[config.mk]
export PLATFORM = sky130hd
export DESIGN_NAME = yuv422_to_rgb565_converter
export DESIGN_NICKNAME = d
export VERILOG_FILES = /design/src/hdl/yuvc_pkg.sv /design/src/hdl/yuvc_chroma.sv /design/src/hdl/yuvc_lane.sv /design/src/hdl/yuv422_to_rgb565_converter.sv
export SDC_FILE = /design/constraint.sdc
export NUM_CORES = 1
export LEC_CHECK = 0
export BUFFER_PORTS_ARGS = -buffer_cell sky130_fd_sc_hd__buf_2
export CORE_UTILIZATION = 66
export CTS_BUF_LIST = sky130_fd_sc_hd__clkbuf_8
export DETAILED_ROUTE_END_ITERATION = 10
export PLACE_DENSITY = 0.89
export SYNTH_ARGS = -nofsm -noshare
export SYNTH_HDL_FRONTEND = slang
export SYNTH_SLANG_ARGS = --single-unit
[constraint.sdc]
create_clock -name clk -period 13.2 [get_ports clk]
set_input_delay 1.32 -clock clk [delete_from_list [all_inputs] [get_ports clk]]
set_output_delay 1.32 -clock clk [all_outputs]
set_load 0.005 [all_outputs]
[src/hdl/yuvc_pkg.sv]
// ----------------------------------------------------------------------------
// yuvc_pkg
// Shared types and constants for the YUV 4:2:2 to RGB565 converter.
// ----------------------------------------------------------------------------
`default_nettype none

package yuvc_pkg;

  // Byte layouts of the macropixel; the spare code is decoded as YUYV.
  typedef enum logic [1:0] {
    LAYOUT_YUYV = 2'd0,
    LAYOUT_UYVY = 2'd1,
    LAYOUT_YVYU = 2'd2
  } layout_t;

  // Register indexes, taken from paddr[2].
  localparam logic REG_CHROMA_LAYOUT = 1'b0;
  localparam logic REG_COLOR_ORDER   = 1'b1;

  localparam int PaddrWidth = 3;

  // Colour matrix coefficients in units of 1/256.
  localparam logic signed [17:0] CoefRv = 18'sd103;
  localparam logic signed [17:0] CoefGu = 18'sd88;
  localparam logic signed [17:0] CoefGv = 18'sd183;
  localparam logic signed [17:0] CoefBu = 18'sd198;

  localparam logic [7:0] ChromaOffset = 8'd128;

  // Chroma contributions shared by both pixels of a macropixel.
  typedef struct packed {
    logic signed [9:0] r_add;
    logic signed [9:0] g_sub;
    logic signed [9:0] b_add;
  } chroma_t;

endpackage

`default_nettype wire

[src/hdl/yuvc_chroma.sv]
// ----------------------------------------------------------------------------
// yuvc_chroma
// Unpacks a macropixel and forms the chroma terms shared by both pixels.
// ----------------------------------------------------------------------------
`default_nettype none

module yuvc_chroma
  import yuvc_pkg::*;
(
  input  wire logic [7:0] byte_zero,
  input  wire logic [7:0] byte_one,
  input  wire logic [7:0] byte_two,
  input  wire logic [7:0] byte_three,
  input  wire logic [1:0] layout,
  output logic      [7:0] luma_zero,
  output logic      [7:0] luma_one,
  output chroma_t         terms
);

  logic [7:0] cu;
  logic [7:0] cv;
  logic signed [17:0] u_ext;
  logic signed [17:0] v_ext;
  logic signed [17:0] prod_rv;
  logic signed [17:0] prod_gu;
  logic signed [17:0] prod_gv;
  logic signed [17:0] prod_bu;
  logic signed [17:0] sh_rv;
  logic signed [17:0] sh_gu;
  logic signed [17:0] sh_gv;
  logic signed [17:0] sh_bu;

  always_comb begin
    unique case (layout)
      LAYOUT_UYVY: begin
        cu = byte_zero;  luma_zero = byte_one;
        cv = byte_two;   luma_one  = byte_three;
      end
      LAYOUT_YVYU: begin
        luma_zero = byte_zero; cv = byte_one;
        luma_one  = byte_two;  cu = byte_three;
      end
      default: begin
        luma_zero = byte_zero; cu = byte_one;
        luma_one  = byte_two;  cv = byte_three;
      end
    endcase
  end

  // Offset chroma, sign-extended for the products.
  assign u_ext = 18'(signed'({1'b0, cu}) - signed'({1'b0, ChromaOffset}));
  assign v_ext = 18'(signed'({1'b0, cv}) - signed'({1'b0, ChromaOffset}));

  assign prod_rv = v_ext * CoefRv;
  assign prod_gu = u_ext * CoefGu;
  assign prod_gv = v_ext * CoefGv;
  assign prod_bu = u_ext * CoefBu;

  assign sh_rv = prod_rv >>> 8;
  assign sh_gu = prod_gu >>> 8;
  assign sh_gv = prod_gv >>> 8;
  assign sh_bu = prod_bu >>> 8;

  assign terms.r_add = 10'(v_ext + sh_rv);
  assign terms.g_sub = 10'(sh_gu + sh_gv);
  assign terms.b_add = 10'(u_ext + sh_bu);

endmodule

`default_nettype wire

[src/hdl/yuvc_lane.sv]
// ----------------------------------------------------------------------------
// yuvc_lane
// One pixel lane: combines luma with the chroma terms, saturates and packs 565.
// ----------------------------------------------------------------------------
`default_nettype none

module yuvc_lane
  import yuvc_pkg::*;
(
  input  wire logic [7:0]  luma,
  input  wire chroma_t     terms,
  input  wire logic        color_order,
  output logic      [15:0] pixel
);

  logic signed [10:0] sum_r;
  logic signed [10:0] sum_g;
  logic signed [10:0] sum_b;
  logic [7:0] sat_r;
  logic [7:0] sat_g;
  logic [7:0] sat_b;
  logic [7:0] chan_lo;
  logic [7:0] chan_hi;

  function automatic logic [7:0] clamp8(input logic signed [10:0] x);
    logic [7:0] res;
    if (x < 0) begin
      res = 8'd0;
    end else if (x > 11'sd255) begin
      res = 8'd255;
    end else begin
      res = x[7:0];
    end
    return res;
  endfunction

  assign sum_r = signed'({3'b000, luma}) + 11'(terms.r_add);
  assign sum_g = signed'({3'b000, luma}) - 11'(terms.g_sub);
  assign sum_b = signed'({3'b000, luma}) + 11'(terms.b_add);

  assign sat_r = clamp8(sum_r);
  assign sat_g = clamp8(sum_g);
  assign sat_b = clamp8(sum_b);

  assign chan_lo = color_order ? sat_b : sat_r;
  assign chan_hi = color_order ? sat_r : sat_b;

  assign pixel = {chan_hi[7:3], sat_g[7:2], chan_lo[7:3]};

endmodule

`default_nettype wire

[src/hdl/yuv422_to_rgb565_converter.sv]
// ----------------------------------------------------------------------------
// yuv422_to_rgb565_converter
// Converts packed YUV 4:2:2 macropixels into pairs of RGB565 pixels.
//
// Input channel: four macropixel bytes and last_in_frame, transferred when
// in_valid and in_ready are both high. Output channel: first_pixel,
// second_pixel and frame_end, transferred when out_valid and out_ready are
// both high. One result is produced for every input transfer.
// The input transfer is captured in the chroma stage register and then in the
// output register, where out_valid rises. Throughput is one macropixel per clock:
// the chroma stage and the two pixel lanes are fully pipelined, so the rate
// is set only by the output register draining.
// When the receiver stalls, the output register holds its result and the
// chroma stage may still take one more transfer before in_ready drops.
// A synchronous reset empties both stages and clears chroma_layout and
// color_order to zero (YUYV, red in the low five bits). The registers are
// written over the APB port and are to be changed only while idle.
// ----------------------------------------------------------------------------
`default_nettype none

module yuv422_to_rgb565_converter
  import yuvc_pkg::*;
(
  input  wire logic                  clk,
  input  wire logic                  rst,
  // Input channel
  input  wire logic                  in_valid,
  output logic                       in_ready,
  input  wire logic [7:0]            byte_zero,
  input  wire logic [7:0]            byte_one,
  input  wire logic [7:0]            byte_two,
  input  wire logic [7:0]            byte_three,
  input  wire logic                  last_in_frame,
  // Output channel
  output logic                       out_valid,
  input  wire logic                  out_ready,
  output logic [15:0]                first_pixel,
  output logic [15:0]                second_pixel,
  output logic                       frame_end,
  // Configuration port
  input  wire logic                  psel,
  input  wire logic                  penable,
  input  wire logic                  pwrite,
  input  wire logic [PaddrWidth-1:0] paddr,
  input  wire logic [31:0]           pwdata,
  output logic [31:0]                prdata,
  output logic                       pready
);

  // Configuration registers.
  logic [1:0] chroma_layout;
  logic       color_order;
  logic       cfg_write;

  // Chroma stage outputs (combinational) and its pipeline register.
  logic [7:0] luma_zero_c;
  logic [7:0] luma_one_c;
  chroma_t    terms_c;
  logic       s1_valid;
  logic [7:0] s1_luma_zero;
  logic [7:0] s1_luma_one;
  chroma_t    s1_terms;
  logic       s1_last;

  // Lane results feeding the merging output register.
  logic [15:0] lane_pixel_zero;
  logic [15:0] lane_pixel_one;
  logic        out_advance;
  logic        s1_advance;

  // The APB port never inserts wait states.
  assign pready    = 1'b1;
  assign cfg_write = psel && penable && pwrite;

  always_ff @(posedge clk) begin
    if (rst) begin
      chroma_layout <= 2'd0;
      color_order   <= 1'b0;
    end else if (cfg_write) begin
      unique case (paddr[2])
        REG_CHROMA_LAYOUT: chroma_layout <= pwdata[1:0];
        REG_COLOR_ORDER:   color_order   <= pwdata[0];
        default:           ;
      endcase
    end
  end

  always_comb begin
    unique case (paddr[2])
      REG_CHROMA_LAYOUT: prdata = {30'd0, chroma_layout};
      REG_COLOR_ORDER:   prdata = {31'd0, color_order};
      default:           prdata = 32'd0;
    endcase
  end

  // The output register is free when empty or when its result is taken this
  // cycle; the chroma stage can then move forward, and a fresh transfer can
  // enter whenever the chroma stage is empty or moving.
  assign out_advance = !out_valid || out_ready;
  assign s1_advance  = s1_valid && out_advance;
  assign in_ready    = !s1_valid || out_advance;

  yuvc_chroma u_chroma (
    .byte_zero  (byte_zero),
    .byte_one   (byte_one),
    .byte_two   (byte_two),
    .byte_three (byte_three),
    .layout     (chroma_layout),
    .luma_zero  (luma_zero_c),
    .luma_one   (luma_one_c),
    .terms      (terms_c)
  );

  always_ff @(posedge clk) begin
    if (rst) begin
      s1_valid <= 1'b0;
    end else if (in_ready) begin
      s1_valid <= in_valid;
    end
  end

  always_ff @(posedge clk) begin
    if (in_valid && in_ready) begin
      s1_luma_zero <= luma_zero_c;
      s1_luma_one  <= luma_one_c;
      s1_terms     <= terms_c;
      s1_last      <= last_in_frame;
    end
  end

  // Two lanes, one per luma sample, sharing the chroma terms.
  yuvc_lane u_lane_zero (
    .luma        (s1_luma_zero),
    .terms       (s1_terms),
    .color_order (color_order),
    .pixel       (lane_pixel_zero)
  );

  yuvc_lane u_lane_one (
    .luma        (s1_luma_one),
    .terms       (s1_terms),
    .color_order (color_order),
    .pixel       (lane_pixel_one)
  );

  // Merging stage: both lane results and the frame flag form one result.
  always_ff @(posedge clk) begin
    if (rst) begin
      out_valid <= 1'b0;
    end else if (out_advance) begin
      out_valid <= s1_valid;
    end
  end

  always_ff @(posedge clk) begin
    if (s1_advance) begin
      first_pixel  <= lane_pixel_zero;
      second_pixel <= lane_pixel_one;
      frame_end    <= s1_last;
    end
  end

endmodule

`default_nettype wire

-- After elaboration in Yosys (flattened, before gate mapping)
Cells that the tools add are included.
Widths: inputs -> output; s select.
- flip-flop bits (word level): 85
- output and inout bits: 68
- bitwise operators: 1
- equality and inequality tests: 2
- multipliers: 4
- magnitude comparators: 12
- muxes and demuxes: 19
- add/sub/neg operators: 11
- reduce and logical (&&, ||, !) cells: 10
- operators with widths (operator ; number):
    $mux 8 ; 16
    $gt 11x9->1 const B ; 6
    $lt 11x1->1 const B ; 6
    $pmux 32 s2 ; 1
    $add 9x10->11 ; 4
    $mul 9x8->17 const B ; 2
    $pmux 8 s2 ; 2
    $sub 9x10->11 ; 2
    $mul 9x9->18 const B ; 1
    $sub 8x8->9 const B ; 2
    $mul 9x5->14 const B ; 1
    $add 10x10->10 ; 1
    $add 9x10->10 ; 1
    $add 9x9->10 ; 1
    $logic_and 1x1->1 ; 4
    $reduce_and 2->1 ; 2
    $eq 2x1->1 const B ; 1
    $eq 2x2->1 const B ; 1
    $logic_not 1->1 ; 2
    $logic_or 1x1->1 ; 2
    $not 1->1 ; 1

-- Logic depth before layout (Yosys ltp)
Gate-level depths: netlist of the first run.
- depth in word-level cells: 5
- mapped depth: 32

-- Modules after synthesis
From an unflattened synthesis of the first run, not the netlist that was laid out.
- cell total of the unflattened synthesis: 1252
- area, all modules: 11740.0 um^2
- by module, submodules not included (module ; cells an instance ; area an instance (um^2) ; instances):
    yuvc_chroma ; 648 ; 5464.0 ; 1
    yuv422_to_rgb565_converter ; 138 ; 2887.8 ; 1
    yuvc_lane at u_lane_one ; 246 ; 1818.0 ; 1
    yuvc_lane at u_lane_zero ; 220 ; 1570.3 ; 1

-- Least setup slack after synthesis of the first run
No wires, ideal clock.
- path type: input to register
- start point: input byte_one[6]
- end point: register s1_terms[19] in the netlist's numbering, data pin
- path slack: 5.924 ns
- required time: 12.939 ns
- arrival time: 7.014 ns
- setup time: 0.261 ns
- stages: 27
- cells stage by stage: a22oi_1 -> nor2_1 -> a21oi_1 -> inv_1 -> ha_1 -> xnor2_1 -> xnor2_1 -> ha_1 -> inv_1 -> fa_1 -> fa_1 -> inv_1 -> ha_1 -> or2_2 -> a21oi_1 -> a211o_1 -> nand3b_1 -> a21oi_1 -> xor2_1 -> ha_1 -> nor2_1 -> nor2_1 -> a31o_2 -> a21o_1 -> xnor2_1 -> xnor2_1 -> xnor2_1
- RTL lines (element ; line ; text):
    start: declaration ; yuv422_to_rgb565_converter.sv:30 ; input wire logic [7:0] byte_one,
    end signal: assignment ; yuv422_to_rgb565_converter.sv:126 ; s1_terms <= terms_c;
    end: declaration ; yuv422_to_rgb565_converter.sv:62 ; chroma_t s1_terms;

==> results of run 1 <==
-- Yosys cell counts, types with 7 or more instances --
cell / n / area share (%)
a21oi_1: 57 / 2.6
edfxtp_1: 80 / 22
nand2b_1: 15 / 0.86
o22ai_1: 9 / 0.51
or2_2: 7 / 0.40
o21bai_1: 8 / 0.55
xor2_1: 31 / 2.5
or3_1: 9 / 0.51
nor2_1: 80 / 2.7
nor3_1: 22 / 1.0
nand4_1: 7 / 0.40
nand3_1: 9 / 0.41
xnor2_1: 59 / 4.7
nor2b_1: 21 / 1.2
ha_1: 190 / 22
clkbuf_1: 14 / 0.48
mux2_2: 21 / 2.2
o21ai_0: 66 / 3.0
o21a_1: 31 / 2.1
buf_4: 31 / 2.1
a21o_1: 24 / 1.6
inv_1: 136 / 4.7
o21ai_1: 7 / 0.32
nand2_1: 54 / 1.9
mux2i_1: 8 / 0.73
fa_1: 51 / 9.3
a22oi_1: 14 / 0.96
-- flip-flops by register name, indices dropped and copies added (netlist names) --
signal / count
s1_last: 1
color_order: 1
frame_end: 1
out_valid: 1
chroma_layout: 2
s1_valid: 1
s1_luma_one: 8
first_pixel: 16
s1_terms: 30
second_pixel: 16
s1_luma_zero: 8
-- worst max path at each step --
stage | endpoint | slack (ps) | cells after the start | from
after floorplan | s1_terms[19] | 5920 | 27 | byte_one[6]
after global placement | s1_terms[19] | 5080 | 28 | byte_one[6]
after detailed placement | s1_terms[19] | 4820 | 28 | byte_one[6]
after CTS | s1_terms[19] | 4910 | 28 | chroma_layout[0]
after global routing | s1_terms[19] | 4300 | 28 | chroma_layout[0]
final | s1_terms[19] | 4810 | 28 | chroma_layout[0]
-- placed cells by master, fill, tap and decap left out, types with 5 or more instances in the layout --
master,n
a22o_1,5
nor3_1,22
nand3_1,9
conb_1,31
inv_1,137
and2_1,5
o21a_1,31
mux2i_1,8
nand4_1,7
nand2b_1,15
o31ai_1,6
xor2_1,31
edfxtp_1,80
o21bai_1,8
a211o_1,6
a21oi_1,57
o21ai_1,7
nand2_1,54
nor2b_1,20
o21ai_0,66
mux2_2,21
ha_1,190
o22ai_1,9
or2_2,7
dfxtp_1,5
or3_1,9
xnor2_1,59
clkbuf_8,9
buf_4,7
a21boi_0,6
buf_2,79
a21o_1,24
a22oi_1,14
fa_1,51
nor2_1,80
a211oi_1,5
-- layer usage --
layer	vias to the layer above	GRT usage (%)
met5	-	0
met4	0	14.00
met3	68	5.497
met2	327	52.13
met1	4095	37.07
li1	4215	-
-- area by class of cell --
cell class                      count  area (um^2)  area share (%)
Inverter                          136        510.5           4.382
Tap cell                          216        270.3           2.320
Timing Repair Buffer               86        447.9           3.845
Multi-Input combinational cell    923         7742           66.46
Sequential cell                    85         2502           21.48
Clock buffer                        9        123.9           1.063
Clock inverter                      7        52.55          0.4511
-- kinds of logic after synthesis --
logic type | share of synthesized area [%]
mux | 3.015
other cells | 0.06855
fa+ha+maj | 31.11
flops | 22.84
buf+inv | 7.515
compound gates | 17.54
xor+xnor | 7.195
simple gates | 10.71
-- critical path: cells and delay by family, from the launching register on --
| kind | cells | cell delay (ps) |
|---|---|---|
| adders and majority gates | 7 | 3350 |
| DFF | 1 | 390 |
| buffers and inverters | 4 | 510 |
| xor gates and xnor gates | 6 | 1190 |
| and+or+nand+nor | 4 | 740 |
| AOI/OAI and AO/OA | 7 | 1900 |
-- power by group through the flow --
stage | Clock (mW) | Combinational (mW) | Sequential (mW)
floorplan | 0 | 1.61 | 0.516
global placement | 0 | 1.94 | 0.538
global route | 0.175 | 2.34 | 0.547
detailed placement | 0 | 2.04 | 0.541
CTS | 0.166 | 2.06 | 0.535
finish | 0.164 | 2.09 | 0.536
==> results by group, run 1 <==
Outcome
  – Outcome: completed

Timing
  – Hold slack: 433.3 ps
  – RSZ-0062 raised after global routing: no
  – Final Hold Fails: 0
  – Clock skew: 15.00 ps
  – Fmax: 119.3 MHz
  – Final setup margin: 4814 ps
  – Tmin final: 8386 ps
  – Setup TNS: 0 ps
  – Pins over their slew limit: 0
  – Finish-stage setup viols: 0
  – Period utilization: 63.53%
  – Worst-Margin Slew: 1124 ps
  – Slew headroom: 25.07%

Clock tree
  – CTS resizes: 0
  – Clk_lat worst skew: 380 ps
  – # hold bufs at CTS: 0
  – Setup repair bufs after CTS: 0
  – Clk sinks: 85
  – # H-tree levels: 3
  – CTS tree: yes
  – Worst-path clk slew: 90 ps
  – Clk buf depth: 2
  – CTS Buf Count: 9
  – Clk root buf: clkbuf_8

Synthesis
  – Netlist cell types: 72
  – Number of synthesis warnings: 0
  – Top_reg_cell synth: edfxtp_1
  – Seq cells post-synth: 85
  – Cell area after synthesis: 10960 um^2
  – Avg Inst Size Synth: 9.396 um^2
  – Mapped Cells: 1166
  – Ys async rst share: 0%
  – EDFF count, synth: 80
  – Register area share after synthesis: 22.84%

Finish
  – Antenna Cells: 0
  – Final core occ: 72.55%
  – Finished Layout Cells: 1462
  – Final #Nets: 1557
  – Area grow syn2layout: 6.338%
  – Fillers: 1138
  – Share of cells above drive strength 1: 11.80%
  – Finished Cell Area: 11650 um^2

Power
  – Power, Total: 2.792 mW
  – Clock power frac: 5.9%
  – Pint: 1.455 mW
  – Combinational share of power: 74.9%
  – Switching share of power: 47.89%
  – P_leak: 5.459 nW
  – Register share of total power: 19.2%
  – Switching power total: 1.337 mW
  – Worst vdd ir: 0.1412 mV
  – Pwr dens: 239.7 nW/um^2

Routing
  – Top routing layer in use: met4
  – Wl on met1: 10.29 mm
  – Vias/cell: 5.954
  – WL per Instance: 16.58 um
  – Vias: 8705
  – Remaining DRCs: 0
  – Antenna-violating nets left: 0
  – Met2 WL: 11.43 mm
  – DRT iter0 DRCs: 579
  – Total Wirelength: 24.24 mm
  – Met3 wire length: 1.558 mm
  – DRT Pass-1 Iters: 5

Worst hold path
  – Worst hold path depth: 0
  – Endpoint, Worst Hold: frame_end
  – Hold Crit Start: s1_last
  – Hold/Removal Path Class: flop to flop

Floorplan
  – Starting Density: 68.23%
  – Core ar.: 16060 um^2
  – Die outline width: 130.8 um
  – Site row count: 46
  – Die area: 17120 um^2
  – # IOs: 143
  – Die height: 130.8 um

Placed design
  – Area post-placement: 11470 um^2
  – Dpl ws: 4821 ps
  – RePlAce Congestion: 0.9337
  – Dpl cells: 1446
  – Port Buffers: 79
  – DP HPWL: 20.02 mm

Critical path
  – Worst path max stage delay: 1030 ps
  – CP arrival: 8510 ps
  – Setup crit start kind: flop
  – RR Endpoint: s1_terms[19]
  – Crit path kind: flop to flop
  – R2r startpoint: chroma_layout[0]
  – Worst R2R Setup Slack: 4810 ps
  – Worst path slowest cell: ha_1
  – Critical path required time: 13320 ps
  – Critical Path Sink Type: flop
  – Register-to-Register Path Depth: 28
  – Crit-path max FO: 34
  – Crit path top cell by count: xnor2_1

GRT
  – Largest net degree at the start of global routing: 48
  – First-pass GRT wire length: 40.13 mm
  – GRT Overall Usage: 30.36%
  – Number of global-route vias before repair: 8542
  – Overflow after GRT: 0
  – Initial antenna violation count: 0

Run
  – Max Cap Violations: 0
Note: power is estimated with default switching activity, not from simulation.
==> inputs of run 2 (changes only) <==
--- a/config.mk
+++ b/config.mk
@@ -6,10 +6,10 @@
 export NUM_CORES = 1
 export LEC_CHECK = 0
 export BUFFER_PORTS_ARGS = -buffer_cell sky130_fd_sc_hd__buf_2
-export CORE_UTILIZATION = 66
+export CORE_UTILIZATION = 61
 export CTS_BUF_LIST = sky130_fd_sc_hd__clkbuf_8
 export DETAILED_ROUTE_END_ITERATION = 10
-export PLACE_DENSITY = 0.89
+export PLACE_DENSITY = 0.84
 export SYNTH_ARGS = -nofsm -noshare
 export SYNTH_HDL_FRONTEND = slang
 export SYNTH_SLANG_ARGS = --single-unit
==> constraint.sdc (replaced) <==
create_clock -name clk -period 8.2 [get_ports clk]
set_input_delay 0.82 -clock clk [delete_from_list [all_inputs] [get_ports clk]]
set_output_delay 0.82 -clock clk [all_outputs]
set_load 0.005 [all_outputs]
==> run 2 against run 1 <==
Critical path depth up 1. Non-clock buffer count up 4. Die area up 8.1%. Clock power up 83%. Largest cell class unchanged. Sequential share of layout area down 0.11 points. Global-route usage down 3.2 points. Worst setup slack worse by 3900 ps. Sequential power up 62%. Maximum frequency up 16%.
==> results by group, run 2 (synthesis results as in run 1) <==
Outcome
  – Outcome: completed

GRT
  – Initial antenna violation count: 0
  – Number of global-route vias before repair: 8237
  – GRT Overall Usage: 27.16%
  – Largest net degree at the start of global routing: 48
  – First-pass GRT wire length: 39.11 mm
  – Overflow after GRT: 0

Timing
  – Finish-stage setup viols: 0
  – Final setup margin: 955.4 ps
  – Pins over their slew limit: 0
  – Period utilization: 88.35%
  – Slew headroom: 26.41%
  – Setup TNS: 0 ps
  – Hold slack: 429.7 ps
  – Clock skew: 11.08 ps
  – Fmax: 138.0 MHz
  – Worst-Margin Slew: 1092 ps
  – Final Hold Fails: 0
  – Tmin final: 7245 ps
  – RSZ-0062 raised after global routing: no

Power
  – Pwr dens: 385.6 nW/um^2
  – Worst vdd ir: 0.2742 mV
  – Power, Total: 4.516 mW
  – P_leak: 5.485 nW

Floorplan
  – Core ar.: 17420 um^2
  – Site row count: 48
  – Die height: 136.0 um
  – # IOs: 143
  – Die outline width: 136.0 um
  – Die area: 18500 um^2
  – Starting Density: 62.90%

Clock tree
  – CTS resizes: 0
  – Clk sinks: 85
  – # hold bufs at CTS: 0
  – # H-tree levels: 3
  – Clk_lat worst skew: 370 ps
  – Clk buf depth: 2
  – CTS tree: yes
  – Setup repair bufs after CTS: 0
  – Clk root buf: clkbuf_8
  – CTS Buf Count: 9
  – Worst-path clk slew: 90 ps

Placed design
  – Port Buffers: 79
  – Area post-placement: 11510 um^2
  – Dpl ws: 1066 ps
  – DP HPWL: 20.12 mm
  – RePlAce Congestion: 0.9664

Routing
  – DRT iter0 DRCs: 504
  – Vias/cell: 5.822
  – DRT Pass-1 Iters: 5
  – Remaining DRCs: 0
  – Antenna-violating nets left: 0
  – WL per Instance: 16.53 um
  – Vias: 8588
  – Total Wirelength: 24.38 mm

Critical path
  – R2r startpoint: chroma_layout[0]
  – Setup crit start kind: flop
  – Worst path max stage delay: 550 ps
  – Crit path top cell by count: xnor2_1
  – Crit-path max FO: 30
  – Register-to-Register Path Depth: 29
  – Critical path required time: 8320 ps
  – CP arrival: 7370 ps
  – Critical Path Sink Type: flop
  – RR Endpoint: s1_terms[19]
  – Worst path slowest cell: fa_1
  – Worst R2R Setup Slack: 960 ps
  – Crit path kind: flop to flop

Finish
  – Top flop regs: s1_terms x30, first_pixel x16, second_pixel x16
  – Final #Nets: 1561
  – Register area: 2502 um^2
  – Antenna Cells: 0
  – Finished Cell Area: 11710 um^2
  – Number of flip-flops in the largest register: 30
  – Area grow syn2layout: 6.910%
  – Top reg by flops: s1_terms
  – Most frequent cells in the layout: ha_1 (190), inv_1 (136), nor2_1 (80), edfxtp_1 (80), buf_2 (79)
  – Multi-input logic area: 7742 um^2
  – Share of cells above drive strength 1: 12.08%
  – Fillers: 1360
  – Commonest non-fill, non-tap cell in the layout: ha_1

Worst hold path
  – Hold/Removal Path Class: flop to flop
  – Worst hold path depth: 0
  – Endpoint, Worst Hold: frame_end
  – Hold Crit Start: s1_last

Run
  – Max Cap Violations: 0
-- run 2: cell count changes in the layout (fill, tap and decap cells not counted) --
cell and change:
buf_4 +4, bufinv_16 +1, clkinv_1 +1, clkinv_4 -2, inv_1 -1, inv_6 +1
-- run 2: metrics by stage --
step	utilization (%)	cells
after floorplan	-	1195
after CTS	67.25	1475
final	67.25	1475
after detailed placement	66.11	1459
after global routing	67.25	1475
after global placement	66.11	1459
-- run 2: critical path: cells and delay by family (launching register included) --
family / cells / cell delay, ps
xor+xnor: 6 / 1190
buf+inv: 6 / 900
compound gates: 7 / 1290
fa+ha+maj: 7 / 2620
flops: 1 / 420
simple gates: 3 / 600
-- run 2: layer usage --
layer	track usage, %	wire [um]	vias to the layer above
met5	0	0	-
met4	11.30	797	0
met3	2.946	1320	56
met2	46.22	11530	291
met1	34.99	10730	4021
li1	-	-	4220
-- run 2: where the power goes --
| group | switching [mW] | leakage (nW) | internal [mW] | total [mW] |
|---|---|---|---|---|
| registers | 0.0943 | 0.812 | 0.772 | 0.866 |
| logic | 1.89 | 4.58 | 1.46 | 3.35 |
| clock network | 0.158 | 0.0899 | 0.142 | 0.300 |
-- run 2: final cells by class --
type,count,area share (%)
clock buffer,9,1.058
clock inverter,7,0.6303
timing repair buffer,90,4.081
tap,225,2.404
inverter,136,4.359
multi-input combinational,923,66.10
sequential,85,21.37
-- run 2: how the worst max path moves through the flow --
stage,startpoint,endpoint,slack [ps],cells after the start
after floorplan,chroma_layout[0],s1_terms[19],1290,29
after global placement,byte_one[6],s1_terms[19],1160,29
after detailed placement,byte_one[6],s1_terms[19],1070,29
after CTS,chroma_layout[0],s1_terms[19],1040,29
after global routing,chroma_layout[0],s1_terms[19],500,31
final,chroma_layout[0],s1_terms[19],960,29
==> inputs of run 3 (changes only) <==
--- a/config.mk
+++ b/config.mk
@@ -5,11 +5,14 @@
 export SDC_FILE = /design/constraint.sdc
 export NUM_CORES = 1
 export LEC_CHECK = 0
+export ABC_AREA = 1
 export BUFFER_PORTS_ARGS = -buffer_cell sky130_fd_sc_hd__buf_2
-export CORE_UTILIZATION = 61
+export CORE_MARGIN = 3
+export CORE_UTILIZATION = 62
 export CTS_BUF_LIST = sky130_fd_sc_hd__clkbuf_8
 export DETAILED_ROUTE_END_ITERATION = 10
-export PLACE_DENSITY = 0.84
+export PLACE_DENSITY = 0.85
+export SKIP_CTS_REPAIR_TIMING = 1
 export SYNTH_ARGS = -nofsm -noshare
 export SYNTH_HDL_FRONTEND = slang
 export SYNTH_SLANG_ARGS = --single-unit
==> run 3 against run 2 <==
Critical path depth grew 2. Routed wire length is 7.6% higher. Highest routed layer unchanged. First-iteration DRC count is 58% higher.
==> results by group, run 3 <==
Timing
  – Setup TNS: 0 ps
  – Slew headroom: 31.62%
  – Finish-stage setup viols: 0
  – RSZ-0062 raised after global routing: no
  – Pins over their slew limit: 0
  – Worst-Margin Slew: 1023 ps
  – Period utilization: 87.83%
  – Clock skew: 10.21 ps
  – Final Hold Fails: 0
  – Fmax: 138.8 MHz
  – Final setup margin: 997.9 ps
  – Tmin final: 7202 ps

Routing
  – Antenna-violating nets left: 0
  – Total Wirelength: 26.23 mm
  – Vias/cell: 5.640
  – WL per Instance: 15.38 um
  – DRT Pass-1 Iters: 6
  – Vias: 9617
  – Remaining DRCs: 0
  – DRT iter0 DRCs: 797

Floorplan
  – # IOs: 143
  – Starting Density: 64.43%
  – Die outline width: 141.5 um
  – Die height: 141.5 um
  – Core ar.: 17660 um^2
  – Site row count: 48
  – Die area: 20010 um^2

Placed design
  – Dpl cells: 1688
  – Dpl ws: 1082 ps
  – Port Buffers: 79
  – RePlAce Congestion: 0.9597
  – DP HPWL: 21.60 mm

Critical path
  – R2r startpoint: chroma_layout[0]
  – RR Endpoint: s1_terms[19]
  – End of the critical path: s1_terms[19]
  – Critical path required time: 8320 ps
  – Register-to-Register Path Depth: 31
  – Crit path kind: flop to flop
  – Worst path slowest cell: o21ai_4
  – CP arrival: 7320 ps
  – CP Launch Point: chroma_layout[0]
  – Worst path max stage delay: 790 ps
  – Worst R2R Setup Slack: 1000 ps
  – Critical Path Sink Type: flop
  – Setup crit start kind: flop
  – Crit path top cell by count: nand2_1
  – Crit-path max FO: 23

Finish
  – Most frequent cells in the layout: nand2_1 (244), inv_1 (234), ha_1 (190)
  – Commonest non-fill, non-tap cell in the layout: nand2_1
  – Fillers: 1414
  – Area grow syn2layout: 6.445%
  – Top flop regs: s1_terms x30, first_pixel x16, second_pixel x16
  – Top reg by flops: s1_terms
  – Share of cells above drive strength 1: 9.331%
  – Final #Nets: 1790
  – Finished Layout Cells: 1705
  – Number of flip-flops in the largest register: 30

Run
  – Max Cap Violations: 0

Synthesis
  – Register area share after synthesis: 21.99%
  – Commonest cells post-synth: nand2_1 (244), inv_1 (233), ha_1 (190), a21oi_1 (112), nand3_1 (90)
  – Avg Inst Size Synth: 8.127 um^2
  – Most numerous cell in the Yosys netlist: nand2_1
  – Synth top area share: 21.12%
  – EDFF count, synth: 80
  – Netlist cell types: 54
  – Ys async rst share: 0%
  – Seq cells post-synth: 85
  – Biggest area consumer among synthesized cells: edfxtp_1
  – Number of synthesis warnings: 0
  – Cell area after synthesis: 11380 um^2
  – Top_reg_cell synth: edfxtp_1
  – Mapped Cells: 1400
  – Synth area leaders: edfxtp_1 (21%), ha_1 (21%), fa_1 (9.0%)

Clock tree
  – CTS tree: yes
  – Clk buf depth: 2
  – Clk root buf: clkbuf_8
  – Clk sinks: 85
  – Clk_lat worst skew: 360 ps
  – # H-tree levels: 3
  – CTS Buf Count: 9
  – Worst-path clk slew: 80 ps

GRT
  – Number of global-route vias before repair: 9136
  – GRT Overall Usage: 25.97%
  – Largest net degree at the start of global routing: 47
  – First-pass GRT wire length: 42.41 mm
  – Overflow after GRT: 0
  – Initial antenna violation count: 1

Worst hold path
  – Hold/Removal Path Class: flop to flop
  – Hold Crit Start: s1_last

Outcome
  – Outcome: completed
-- run 3: per-layer routing --
layer,GRT usage (%),wire length [um],part of all wire [%],up-vias
met4,10.05,996,3.8,0
met5,0,0,0,-
met3,3.674,1886,7.2,60
met1,33.56,11100,42,4456
li1,-,-,-,4738
met2,44.27,12250,47,363
-- run 3: worst max-delay path, delay by kind of cell, from the launching register on --
family / cells / cell delay (ps)
fa+ha+maj: 7 / 2980
compound gates: 6 / 1740
simple gates: 10 / 820
xor+xnor: 3 / 710
flops: 1 / 360
buf+inv: 5 / 320
-- run 3: worst min-delay path by stage --
stage / endpoint / cells after the start / slack (ps)
after floorplan: frame_end / 0 / 400
after global placement: frame_end / 0 / 400
after detailed placement: frame_end / 0 / 420
after CTS: frame_end / 0 / 430
after global routing: frame_end / 0 / 450
final: frame_end / 0 / 440
-- run 3: cell type report --
type	instances	area [um^2]	area share, %
Clock buffer	10	137.6	1.136
Antenna cell	1	2.502	0.02066
Sequential cell	85	2502	20.66
Multi-Input combinational cell	1055	7772	64.18
Clock inverter	6	80.08	0.6612
Tap cell	225	281.5	2.325
Timing Repair Buffer	83	425.4	3.513
Inverter	240	908.4	7.501
-- run 3: kinds of logic after synthesis --
family | synth area share (%)
AOI/OAI and AO/OA | 12.70
adders and majority gates | 29.87
buffers and inverters | 10.74
and+or+nand+nor | 16.96
muxes | 0.1979
xor gates and xnor gates | 7.467
DFF | 21.99
other | 0.06601
-- run 3: through the flow --
step | instance area [um^2] | hold WS [ps] | util, %
floorplan | 11490 | 400.3 | -
global placement | 11890 | 401.3 | 67.34
detailed placement | 11890 | 415.8 | 67.34
CTS | 12110 | 431.8 | 68.57
global route | 12110 | 446.9 | 68.59
finish | 12110 | 436.7 | 68.59
Power of run 3 is not shown: default switching activity piles up to over one toggle a cycle in this logic, so the estimate is an artifact.
